**src/design/gwm_pkg.sv**
```systemverilog
// Shared types, character codes and helpers for the glob wildcard matcher.
// No dependencies; used by gwm_core and glob_wildcard_matcher_top.
`timescale 1ns / 1ps
`default_nettype none

package gwm_pkg;

   localparam int MAX_PATTERN_DEFAULT = 32;

   // Special pattern characters
   localparam logic [7:0] CH_ANCHOR = 8'h5E;
   localparam logic [7:0] CH_STAR   = 8'h2A;
   localparam logic [7:0] CH_ANY    = 8'h3F;

   // Request action codes
   localparam logic ACT_PATTERN = 1'b0;
   localparam logic ACT_TEXT    = 1'b1;

   typedef struct packed {
      logic       action;
      logic [7:0] char_byte;
      logic       last;
   } gwm_req_type;

   typedef struct packed {
      logic valid;
      logic matched;
      logic pattern_error;
   } gwm_rsp_type;

   // Fold ASCII upper case to lower case when enabled
   function automatic logic [7:0] fold_char(input logic en, input logic [7:0] c);
      if (en && (c >= 8'h41) && (c <= 8'h5A)) begin
         return c + 8'd32;
      end
      return c;
   endfunction

endpackage

`default_nettype wire

```
**src/design/gwm_core.sv**
```systemverilog
// Pattern store and bit-parallel live-position matcher for one request per step.
// Depends on gwm_pkg.
`timescale 1ns / 1ps
`default_nettype none

module gwm_core #(
   parameter int MAX_PATTERN = gwm_pkg::MAX_PATTERN_DEFAULT
) (
   input  wire logic                clock,
   input  wire logic                reset,
   input  wire logic                step_en,
   input  wire gwm_pkg::gwm_req_type req,
   input  wire logic                fold_case,
   output gwm_pkg::gwm_rsp_type     rsp
);
   import gwm_pkg::*;

   localparam int CW    = $clog2(MAX_PATTERN + 1);
   localparam int IW    = $clog2(MAX_PATTERN);
   localparam int NP    = MAX_PATTERN + 1;
   localparam int NSTEP = $clog2(NP);

   // Extend live positions across runs of stars (log-depth prefix)
   function automatic logic [NP-1:0] close_stars(input logic [NP-1:0] set,
                                                 input logic [NP-1:0] star);
      logic [NP-1:0] g;
      logic [NP-1:0] q;
      g = set;
      q = star;
      for (int s = 0; s < NSTEP; s++) begin
         g = g | ((g & q) << (1 << s));
         q = q & (q >> (1 << s));
      end
      return g;
   endfunction

   logic [7:0]    store_ff [MAX_PATTERN];
   logic [CW-1:0] count_ff, count_in;
   logic          ovf_ff, ovf_in;
   logic          sealed_ff, sealed_in;
   logic [NP-1:0] live_ff, live_in;
   logic          at_start_ff, at_start_in;
   logic          af_ff, af_in;

   logic          store_we;
   logic [IW-1:0] store_addr;
   logic [CW-1:0] base_count;

   logic          anchored;
   logic [CW-1:0] len;
   logic [NP-1:0] star_m, adv_m;
   logic [NP-1:0] cur_live, step_live, next_live;
   logic          af_cur;
   logic          err;

   // Drop a leading anchor and measure the remaining pattern
   assign anchored = (count_ff != '0) && (store_ff[0] == CH_ANCHOR);
   assign len      = count_ff - CW'(anchored);

   // Classify each pattern position against the incoming byte
   assign star_m[MAX_PATTERN] = 1'b0;
   assign adv_m[MAX_PATTERN]  = 1'b0;
   for (genvar i = 0; i < MAX_PATTERN; i++) begin : g_pos
      logic [7:0] eff;
      logic       in_pat;
      logic       is_star;
      logic       is_any;
      logic       is_lit;
      if (i + 1 < MAX_PATTERN) begin : g_shift
         assign eff = anchored ? store_ff[i+1] : store_ff[i];
      end else begin : g_edge
         assign eff = anchored ? 8'h00 : store_ff[i];
      end
      assign in_pat  = CW'(i) < len;
      assign is_star = eff == CH_STAR;
      assign is_any  = eff == CH_ANY;
      assign is_lit  = fold_char(fold_case, eff) == fold_char(fold_case, req.char_byte);
      assign star_m[i] = in_pat && is_star;
      assign adv_m[i]  = in_pat && !is_star && (is_any || is_lit);
   end

   // Advance the live set by one text byte
   assign cur_live  = at_start_ff ? close_stars(NP'(1), star_m) : live_ff;
   assign step_live = (cur_live & star_m) | ((cur_live & adv_m) << 1);
   assign next_live = close_stars(step_live, star_m);

   assign af_cur = at_start_ff
      ? (anchored && ((count_ff < CW'(2)) || (store_ff[1] != req.char_byte)))
      : af_ff;

   // Result for the last text byte
   assign err               = (count_ff == '0) || ovf_ff;
   assign rsp.valid         = (req.action == ACT_TEXT) && req.last;
   assign rsp.pattern_error = err;
   assign rsp.matched       = !err && !af_cur && next_live[len];

   // Next state
   always_comb begin
      count_in    = count_ff;
      ovf_in      = ovf_ff;
      sealed_in   = sealed_ff;
      live_in     = live_ff;
      at_start_in = at_start_ff;
      af_in       = af_ff;
      store_we    = 1'b0;
      base_count  = sealed_ff ? '0 : count_ff;
      store_addr  = base_count[IW-1:0];
      if (step_en) begin
         if (req.action == ACT_PATTERN) begin
            count_in  = base_count;
            ovf_in    = sealed_ff ? 1'b0 : ovf_ff;
            sealed_in = req.last;
            if (base_count < CW'(MAX_PATTERN)) begin
               store_we = 1'b1;
               count_in = base_count + CW'(1);
            end else begin
               ovf_in = 1'b1;
            end
            at_start_in = 1'b1;
            af_in       = 1'b0;
         end else begin
            sealed_in = 1'b1;
            live_in   = next_live;
            if (req.last) begin
               at_start_in = 1'b1;
               af_in       = 1'b0;
            end else begin
               at_start_in = 1'b0;
               af_in       = af_cur;
            end
         end
      end
   end

   // Control state
   always_ff @(posedge clock) begin
      if (reset) begin
         count_ff    <= '0;
         ovf_ff      <= 1'b0;
         sealed_ff   <= 1'b0;
         live_ff     <= NP'(1);
         at_start_ff <= 1'b1;
         af_ff       <= 1'b0;
      end else begin
         count_ff    <= count_in;
         ovf_ff      <= ovf_in;
         sealed_ff   <= sealed_in;
         live_ff     <= live_in;
         at_start_ff <= at_start_in;
         af_ff       <= af_in;
      end
   end

   // Pattern bytes, written in load order
   always_ff @(posedge clock) begin
      if (store_we) begin
         store_ff[store_addr] <= req.char_byte;
      end
   end

endmodule

`default_nettype wire

```
**src/design/glob_wildcard_matcher_top.sv**
```systemverilog
// Top level of the glob wildcard matcher: request register, response register, csr.
// Depends on gwm_pkg and gwm_core.
//
//  channel | ports                                 | handshake
//  --------+---------------------------------------+-------------------
//  request | req_action, req_char_byte, req_last   | req_valid/req_ready
//  response| rsp_matched, rsp_pattern_error        | rsp_valid/rsp_ready
//  csr     | csr_wr_data (fold_case)               | csr_wr_en, no wait
//
// One request per cycle while req_ready is high, the rate of the live-position update
// in gwm_core; a response passes the request register, then the response register.
// Reset clears the pattern count, flags and live set; no clearing pass.
// A last text byte waits in the request register while the response register is held;
// req_ready stays low until it moves, and nothing else ever stalls the request side.
`timescale 1ns / 1ps
`default_nettype none

module glob_wildcard_matcher_top #(
   parameter int MAX_PATTERN = gwm_pkg::MAX_PATTERN_DEFAULT
) (
   input  wire logic       clock,
   input  wire logic       reset,
   input  wire logic       req_valid,
   output      logic       req_ready,
   input  wire logic       req_action,
   input  wire logic [7:0] req_char_byte,
   input  wire logic       req_last,
   output      logic       rsp_valid,
   input  wire logic       rsp_ready,
   output      logic       rsp_matched,
   output      logic       rsp_pattern_error,
   input  wire logic       csr_wr_en,
   input  wire logic       csr_wr_data
);
   import gwm_pkg::*;

   logic        in_vld_ff, in_vld_in;
   gwm_req_type in_req_ff;
   logic        rsp_valid_ff, rsp_valid_in;
   logic        rsp_matched_ff;
   logic        rsp_error_ff;
   logic        fold_case_ff;
   logic        step_en;
   gwm_rsp_type core_rsp;

   gwm_core #(
      .MAX_PATTERN(MAX_PATTERN)
   ) u_core (
      .clock    (clock),
      .reset    (reset),
      .step_en  (step_en),
      .req      (in_req_ff),
      .fold_case(fold_case_ff),
      .rsp      (core_rsp)
   );

   // Advance unless a response is due and the response register is held
   assign step_en   = in_vld_ff && (!core_rsp.valid || !rsp_valid_ff || rsp_ready);
   assign req_ready = !in_vld_ff || step_en;
   assign in_vld_in = req_ready ? req_valid : in_vld_ff;

   always_comb begin
      rsp_valid_in = rsp_valid_ff;
      if (step_en && core_rsp.valid) begin
         rsp_valid_in = 1'b1;
      end else if (rsp_ready) begin
         rsp_valid_in = 1'b0;
      end
   end

   // Handshake and csr state
   always_ff @(posedge clock) begin
      if (reset) begin
         in_vld_ff    <= 1'b0;
         rsp_valid_ff <= 1'b0;
         fold_case_ff <= 1'b0;
      end else begin
         in_vld_ff    <= in_vld_in;
         rsp_valid_ff <= rsp_valid_in;
         if (csr_wr_en) begin
            fold_case_ff <= csr_wr_data;
         end
      end
   end

   // Capture the request payload
   always_ff @(posedge clock) begin
      if (req_valid && req_ready) begin
         in_req_ff.action    <= req_action;
         in_req_ff.char_byte <= req_char_byte;
         in_req_ff.last      <= req_last;
      end
   end

   // Load the response payload
   always_ff @(posedge clock) begin
      if (step_en && core_rsp.valid) begin
         rsp_matched_ff <= core_rsp.matched;
         rsp_error_ff   <= core_rsp.pattern_error;
      end
   end

   assign rsp_valid         = rsp_valid_ff;
   assign rsp_matched       = rsp_matched_ff;
   assign rsp_pattern_error = rsp_error_ff;

endmodule

`default_nettype wire

```
**config.mk**
```make
export PLATFORM = sky130hd
export DESIGN_NAME = glob_wildcard_matcher_top
export DESIGN_NICKNAME = d
export VERILOG_FILES = /design/src/design/gwm_pkg.sv /design/src/design/gwm_core.sv /design/src/design/glob_wildcard_matcher_top.sv
export SDC_FILE = /design/constraint.sdc
export NUM_CORES = 1
export LEC_CHECK = 0
export BUFFER_PORTS_ARGS = -buffer_cell sky130_fd_sc_hd__buf_4
export CELL_PAD_IN_SITES_DETAIL_PLACEMENT = 0
export CELL_PAD_IN_SITES_GLOBAL_PLACEMENT = 1
export CORE_MARGIN = 2
export CORE_UTILIZATION = 50
export DETAILED_ROUTE_END_ITERATION = 12
export GPL_TIMING_DRIVEN = 0
export PLACE_DENSITY_LB_ADDON = 0.1
export SKIP_LAST_GASP = 1
export SLEW_MARGIN = 10
export SYNTH_ARGS = -nofsm -noshare
export SYNTH_HDL_FRONTEND = slang
export SYNTH_SLANG_ARGS = --single-unit
```
**constraint.sdc**
```tcl
create_clock -name clock -period 10 [get_ports clock]
set_input_delay 0 -clock clock [delete_from_list [all_inputs] [get_ports clock]]
set_output_delay 0 -clock clock [all_outputs]
set_load 0.02 [all_outputs]
```
# Yosys cells after proc, flatten, opt, wreduce, memory -nomap -nowiden
# Memories as Yosys holds them, arrays and structs flattened.
# Index checks and enable logic that the tools add are counted.
[totals]
reg_bits = 58
romBits = 0
latch_bits = 0
input_bits = 16
out_inout_bits = 4
mem_count = 1
ram_bits = 256
elab_cells = 682
[op_classes]
shift = 0
add_sub_neg = 35
mux = 151
n_eq_ne = 99
order_cmp = 101
mul = 0
n_bitwise = 31
reduce_logical = 250
div_mod_pow = 0
[mem_list]
columns = ["memory", "words", "word_bits", "rd", "rd_ports_with_merged_regs", "write_ports", "line", "rtl"]
rows = [
  ["u_core.store_ff", 32, 8, 32, 0, 1, "gwm_core.sv:37", "logic [7:0] store_ff [MAX_PATTERN];"],
]
[ops]
columns = ["op", "n"]
rows = [
  ["2-to-1 mux 8 bit", 98],
  ["== test 8 x 6 -> 1 bit (second input constant)", 64],
  ["bitwise OR 33 bit", 11],
  ["adder 8 x 6 -> 8 bit (second input constant)", 33],
  [">= comparator 8 x 7 -> 1 bit (second input constant)", 33],
  ["less-or-equal comparator 8 x 7 -> 1 bit (second input constant)", 33],
  ["== test 8 bit", 32],
  ["logical AND 1 bit", 170],
  ["less-than comparator 5 x 6 -> 1 bit (first input constant)", 16],
  ["AND 29 bit", 3],
  ["AND 25 bit", 3],
  ["AND 32 bit", 2],
  ["AND 31 bit", 2],
  ["AND 17 bit", 3],
  ["2-to-1 mux 1 bit", 49],
  ["less-than comparator 4 x 6 -> 1 bit (first input constant)", 8],
  ["logical NOT 1 bit", 37],
  ["logical OR 1 bit", 37],
  ["AND 33 x 32 -> 33 bit", 1],
  ["2-to-1 mux 33 bit", 1],
  ["bitwise OR 2 x 33 -> 33 bit", 1],
  ["AND 2 x 31 -> 31 bit", 1],
  ["less-than comparator 3 x 6 -> 1 bit (first input constant)", 4],
  ["less-than comparator 1 x 6 -> 1 bit (first input constant)", 2],
  ["18 further kinds", 23],
]

# Depth between registers and ports, before layout
# Gate-level depths: netlist (run 1).
# An unclocked memory read counts as a cell.
[depth]
ltp_word = 35
ltp_mapped = 33
mapped_depth_nobuf = 21

# Cells and area by module
# From an unflattened synthesis (run 1), not the netlist that was laid out.
[hier_totals]
cells_unflattened = 2979
hier_area_um2 = 26578.0
[modules_own_cells]
columns = ["mod", "area_per_inst_um2", "cells_per_inst", "instances", "seq_area_each_um2"]
rows = [
  ["gwm_core", 26080.0, 2952, 1, 8528.2],
  ["glob_wildcard_matcher_top", 498.0, 27, 1, 420.4],
]

# Worst setup path before layout (run 1)
# No wires, ideal clock.
[synth_path]
path_type = "reg2reg"
from = "memory u_core.store_ff[0][0]"
to = "register rsp_matched_ff, in the netlist rsp_matched (data pin)"
t_arrival_ns = 7.032
t_required_ns = 9.725
path_slack_ns = 2.692
path_stages_with_launch = 31
path_cell_list = "edfxtp_1 and4bb_2 buf_2 o211ai_2 inv_2 buf_6 buf_4 buf_2 buf_2 buf_4 buf_4 buf_2 buf_2 ha_1 or3b_1 clkbuf_1 o21ai_1 nand2_1 clkbuf_1 o311ai_0 nor2_1 nand4_1 o22ai_1 o32ai_1 o32ai_2 nor4b_2 o2111ai_2 a31o_2 mux2_2 a2111oi_2 a311oi_2"
[synth_rtl]
columns = ["element", "line", "rtl"]
rows = [
  ["start: declaration", "gwm_core.sv:37", ""],
  ["end signal: assignment", "glob_wildcard_matcher_top.sv:98", "rsp_matched_ff <= core_rsp.matched;"],
  ["end: declaration", "glob_wildcard_matcher_top.sv:40", "logic rsp_matched_ff;"],
]

==> results.cfg, run 1 <==
[run_status]
status = complete, but fails checks
violations = max-capacitance violations, max-slew violations

[synthesis]
syn_area_um2 = 26100
yosys_warnings = 0
synthTopCellsByArea = edfxtp_1 (31%), xnor2_1 (8.2%), mux2i_1 (7.9%), nor2_1 (4.3%), dfxtp_1 (3.5%)
yosysSeqAreaShare_pct = 34.3
synth.distinct_cells = 105
synth-compound-area-share_pct = 18.1
synth_adder_area_share_pct = 1.87
syn_avg_cell_area_um2 = 8.95
synthArstFlopShare_pct = 0
ys_ff_latch = 313
netlist_instances = 2914
syn-num-nets = 2969
synthMuxAreaShare_pct = 9.51
synth_largest_area_cell = edfxtp_1
synth_top_area_share_pct = 30.9
synth_xor_area_share_pct = 9.54
synth-edff-count = 268
synth_most_common_cell = nor2_1
synth_top_family_by_area = simple AND/OR/NAND/NOR gates
synth_common_cells = nor2_1 (300), edfxtp_1 (268), xnor2_1 (245)
synth_ff_type = edfxtp_1
yosys.area_share.simple_pct = 22.7

[sta]
tightest_slew_ps = 1540
rsz0062_at_grt = false
hold_viol_final = 0
drv_slew = 12
max_freq_ghz = 0.103
fin_ws_ps = 333
setup_viol = 0
fin_skew_ps = 38.0
fin_crit_sh_pct = 96.7
max_slew_margin_pct = -2.72
post-route-min-period_ps = 9670

[floorplanning]
start_util_pct = 50.7
dieArea_um2 = 54000
io_pins = 20
core-area_um2 = 51400
fp-row-count = 83
die_h_um = 232
die_x_um = 232

[clocking]
cts_max_level = 2
clockRootBuffer = clkbuf_16
cts.reportedPaths.clkPinSlew_ps = 60
clockBufferDepth = 3
cts.sinks = 313
cts_setup_buffers = 0
cts_buffers = 38
cts_tree = done
clkLatencyLatePin_ps = 600

[grt]
gr-total-overflow = 0
grt_pass1_vias = 25211
grt_pass1_wl_um = 180000
grt_max_degree = 20
antenna_found_initial = 5
grtUsageTotal_pct = 46.5

[cells_and_area]
drive_gt1_share_pct = 9.28
final_util_pct = 56.4
final_cells = 3716
finalNetCount = 3058
multiInputGateArea_um2 = 16300
seq_area_um2 = 8950
syn_to_final_growth_pct = 11.1
n_fill_cell = 4619

[routing]
drt_iter0_drc = 4363
dr.pass1.iters = 6
wirelength_um = 127000
antenna_left = 0
vias = 27249
drc_errors = 0
vias_per_cell = 7.33
wire_per_inst_um = 34.1

[power_and_ir_drop]
p_per_area_nw_per_um2 = 109
power_mw = 3.16
leakage_nw = 9.16
vdd_ir_drop_max_v = 0.000151

[placement]
gp_congestion = 1.09
placed_cells = 3630
io_buffers = 18
place_ws_ps = -1480
place.detailed.hpwl_um = 94700

[min_path]
holdPathStages = 2
hp-class = in2reg

[setup_path]
cp-end-kind = flop
critPathLaunchType = flop
crit_top_cell = buf_4
worstSetupPathType = reg2reg
cp_slowest_cell = o31ai_1
cp.required_ps = 10320
reg2reg_setup_slack_ps = 330
worst-r2r-cell-count = 28
critPathMaxStageDelay_ps = 610
critPathMaxFanout = 28
crit_arrival_ps = 9990

[flow_run]
cap_violations = 2
[through the flow]
step	setup TNS, ps	hold slack, ps	area [um2]
finish	0	113	29000
floorplan	0	98.9	26100
detailed placement	-7900	180	27400
global placement	-9580	178	27100
CTS	0	116	28900
global route	0	124	29000
[logic make-up after synthesis]
kind of cell,count (synthesis)
fa+ha+maj,39
buf+inv,238
compound gates,653
xor+xnor,273
mux,243
simple gates,1155
flops,313
[layout make-up]
class / count / share of cell area [%]
multi-input cells: 2363 / 56.1
flip-flops and latches: 313 / 30.9
clock buffers: 49 / 3.53
well taps: 680 / 2.94
plain buffers: 151 / 2.51
repair buffers: 52 / 2.17
inverters: 84 / 1.09
clock inverters: 17 / 0.699
diodes: 7 / 0.0604
[path summary, 6_finish.rpt]
check | start | to
max | u_core.count_ff[5] | rsp_matched
min | req_char_byte[0] | in_req_ff[1]
max reg2reg | u_core.count_ff[5] | rsp_matched
min reg2reg | u_core.live_ff[30] | u_core.live_ff[30]
[cell usage in the layout, fill, tap and decap left out, types with 22 or more instances in the layout]
cell         n
a31oi_1     42
nand3_1    104
nand2_1    234
nand4_1     51
nor2b_1     26
clkbuf_1    73
nor4_1      50
nor3_1     119
nand2b_1    26
inv_1       80
a211oi_1    45
buf_2       44
mux2_2      37
dfxtp_1     45
edfxtp_1   268
and3_1      37
mux2i_1    206
or3_1       48
clkbuf_16   39
nor2_1     298
or4_1       25
a21oi_1    101
xnor2_1    244
a22oi_1     22
o21ai_0    100
o211ai_1    28
buf_4       30
ha_1        39
[flip-flops by register name (all words and copies together), names as in the netlist]
| name | flops |
|---|---|
| fold_case_ff | 1 |
| u_core.ovf_ff | 1 |
| u_core.store_ff | 256 |
| in_vld_ff | 1 |
| u_core.live_ff | 32 |
| u_core.sealed_ff | 1 |
| u_core.count_ff | 6 |
| u_core.af_ff | 1 |
| in_req_ff | 10 |
| u_core.at_start_ff | 1 |
| rsp_matched | 1 |
| rsp_valid | 1 |
| rsp_pattern_error | 1 |
[what timing repair did]
item	in CTS	in global routing
hold endpoints to repair	26	0
pin swaps	0	1
setup endpoints to repair	18	5
hold buffers	16	0
resized for setup	18	21
[where the power goes]
part / total, mW / switching, mW / internal [mW]
Sequential: 1.44 / 0.0167 / 1.43
Clock: 1.42 / 0.615 / 0.806
Combinational: 0.293 / 0.198 / 0.0950
Total: 3.16 / 0.830 / 2.33
[layer usage]
metal	vias up	global-route usage (%)	routed length (um)
met1	13141	63.0	48900
met4	0	29.4	9090
met5	-	0	0
met3	544	14.2	18300
met2	2250	63.9	50400
li1	11314	-	-
[critical path, delay by kind of cell (launching register included)]
family	cells	cell delay [ps]
buffers and inverters	8	3020
xor gates and xnor gates	1	410
AOI/OAI and AO/OA	11	3050
adders and majority gates	2	610
and+or+nand+nor	6	1740
DFF	1	460
Power figures use the tool's default switching activity.
==> run 2, diff against run 1 <==
ABC_AREA = 1   (was default)
CORE_UTILIZATION = 47   (was 50)
GPL_TIMING_DRIVEN = default   (was 0)
SLEW_MARGIN = default   (was 10)
==> run 2 against run 1 <==
  * The run now ends clean
  * Sequential share of layout area is 1.8 points lower
  * Highest routed layer unchanged
  * Total power increased by 7.4%
  * Largest power group is now clock
  * Global-route usage down 13 points
  * Combinational power is 5% lower
==> results.cfg, run 2 <==
[floorplanning]
io_pins = 20
die_x_um = 250
die_h_um = 250
core-area_um2 = 60100
fp-row-count = 90
dieArea_um2 = 62700
start_util_pct = 47.4

[setup_path]
critPathLaunchType = flop
cp_slowest_cell = buf_4
crit_cells = 29
worstSetupPathType = reg2reg
r2r-end = rsp_matched
r2r-start = u_core.count_ff[2]
cp-end-kind = flop
worst-path-buf-inv = 3
critPathMaxStageDelay_ps = 730
worst-r2r-cell-count = 29
critPathMaxFanout = 204
crit_top_cell = nand2_1
crit_arrival_ps = 7000
endpoint = rsp_matched
critical-path-top-delay-family = simple AND/OR/NAND/NOR gates
cp.required_ps = 10430
setup.worst_path.start = u_core.count_ff[2]
reg2reg_setup_slack_ps = 3430

[clocking]
cts_buffers = 42
cts.reportedPaths.clkPinSlew_ps = 70
cts_max_level = 2
clockBufferDepth = 3
cts.sinks = 313
clkLatencyLatePin_ps = 600
clockRootBuffer = clkbuf_16
cts_setup_buffers = 0
cts_tree = done

[routing]
antenna_left = 0
dr.pass1.iters = 6
drc_errors = 0
wirelength_um = 108000
vias = 29127
drt_iter0_drc = 3218
vias_per_cell = 5.48
wire_per_inst_um = 20.3

[synthesis]
synth_top_area_share_pct = 28.2
syn-num-nets = 4581
ys_ff_latch = 313
yosysSeqAreaShare_pct = 31.4
netlist_instances = 4526
synth_common_cells = nand2_1 (1581), inv_1 (618), nor2_1 (505)
synth_ff_type = edfxtp_1
synthTopCellsByArea = edfxtp_1 (28%), nand2_1 (21%), inv_1 (8.1%), nand3_1 (7.4%), nor2_1 (6.6%)
synth.distinct_cells = 55
syn_avg_cell_area_um2 = 6.30
synthArstFlopShare_pct = 0
synth-edff-count = 268
synth_most_common_cell = nand2_1
synth_largest_area_cell = edfxtp_1
yosys_warnings = 0
syn_area_um2 = 28500

[cells_and_area]
final_cell_mix = nand2_1 (1581), inv_1 (615), nor2_1 (504)
top_register = u_core.store_ff
syn_to_final_growth_pct = 7.75
final_cells = 5316
largest_reg_flops = 256
reg.largest.list = u_core.store_ff x256, u_core.live_ff x32, in_req_ff x10
diodes = 0
drive_gt1_share_pct = 6.57
finalNetCount = 4557
final_common_cell = nand2_1

[sta]
hold_viol_final = 0
fin_crit_sh_pct = 65.7
setup_viol = 0
max_slew_margin_pct = 24.2
max_freq_ghz = 0.152
tns_ps = 0
tightest_slew_ps = 1130
post-route-min-period_ps = 6570
drv_slew = 0
rsz0062_at_grt = false
fin_skew_ps = 24.7

[power_and_ir_drop]
vdd_ir_drop_max_v = 0.000134
leakage_nw = 14.9
p_per_area_nw_per_um2 = 110

[grt]
grt_pass1_wl_um = 162000
gr-total-overflow = 0
antenna_found_initial = 2
grtUsageTotal_pct = 33.8
grt_max_degree = 205
grt_pass1_vias = 26737

[min_path]
hp-class = in2reg
holdPathStages = 2

[flow_run]
cap_violations = 0

[placement]
gp_congestion = 1.04
io_buffers = 19
placed_cells = 5223
place.detailed.hpwl_um = 77900

[run_status]
status = completed
[run 2: what timing repair did]
action                                 4_1_cts  5_1_grt
hold buffers                                17        0
endpoints found under the hold margin       24        0
resized for setup                            0        0
[run 2: layer usage]
metal / vias up / wire (um) / GRT usage, %
met5: - / 0 / 0
met4: 0 / 3500 / 11.1
met3: 190 / 9070 / 4.95
met2: 1112 / 45700 / 51.5
met1: 13364 / 49500 / 49.1
li1: 14461 / - / -
[run 2: through the flow]
stage / worst slack (ps) / total power [mW] / area [um2] / utilization, % / hold slack (ps)
final: 3430 / 3.39 / 30700 / 51.1 / 136
after global routing: 3130 / 3.47 / 30700 / 51.1 / 122
after CTS: 3630 / 3.40 / 30700 / 51.1 / 102
after detailed placement: 3650 / 1.73 / 29100 / 48.4 / 180
after global placement: 3720 / 1.73 / 29100 / 48.4 / 178
after floorplan: 5300 / 1.62 / 28500 / - / 98.9
[run 2: layout make-up]
| class | instances | area [um2] |
|---|---|---|
| sequential | 313 | 8950 |
| tap | 782 | 978 |
| timing repair buffer | 73 | 616 |
| inverter | 658 | 2470 |
| fill | 6386 | 29400 |
| multi-input combinational | 3414 | 16200 |
| clock buffer | 46 | 1090 |
| clock inverter | 30 | 408 |
[run 2: how the worst min path moves through the flow]
stage                          start            to
finish              req_char_byte[0]  in_req_ff[1]
detailed placement  req_char_byte[0]  in_req_ff[1]
CTS                 req_char_byte[3]  in_req_ff[4]
floorplan                   req_last  in_req_ff[0]
global placement    req_char_byte[2]  in_req_ff[3]
global route        req_char_byte[0]  in_req_ff[1]
[run 2: kinds of logic after synthesis]
group,count (synthesis),share of synthesized area [%]
adders and majority gates,39,1.71
and+or+nand+nor,2814,42.0
buffers and inverters,799,11.8
AOI/OAI and AO/OA,423,8.82
DFF,313,31.4
xor gates and xnor gates,138,4.24
[run 2: power by group]
part	leakage [nW]	switching [mW]	internal (mW)
combinational	11.4	0.205	0.0725
clock	0.713	0.654	1.02
sequential	2.79	0.00945	1.43
total	14.9	0.869	2.52
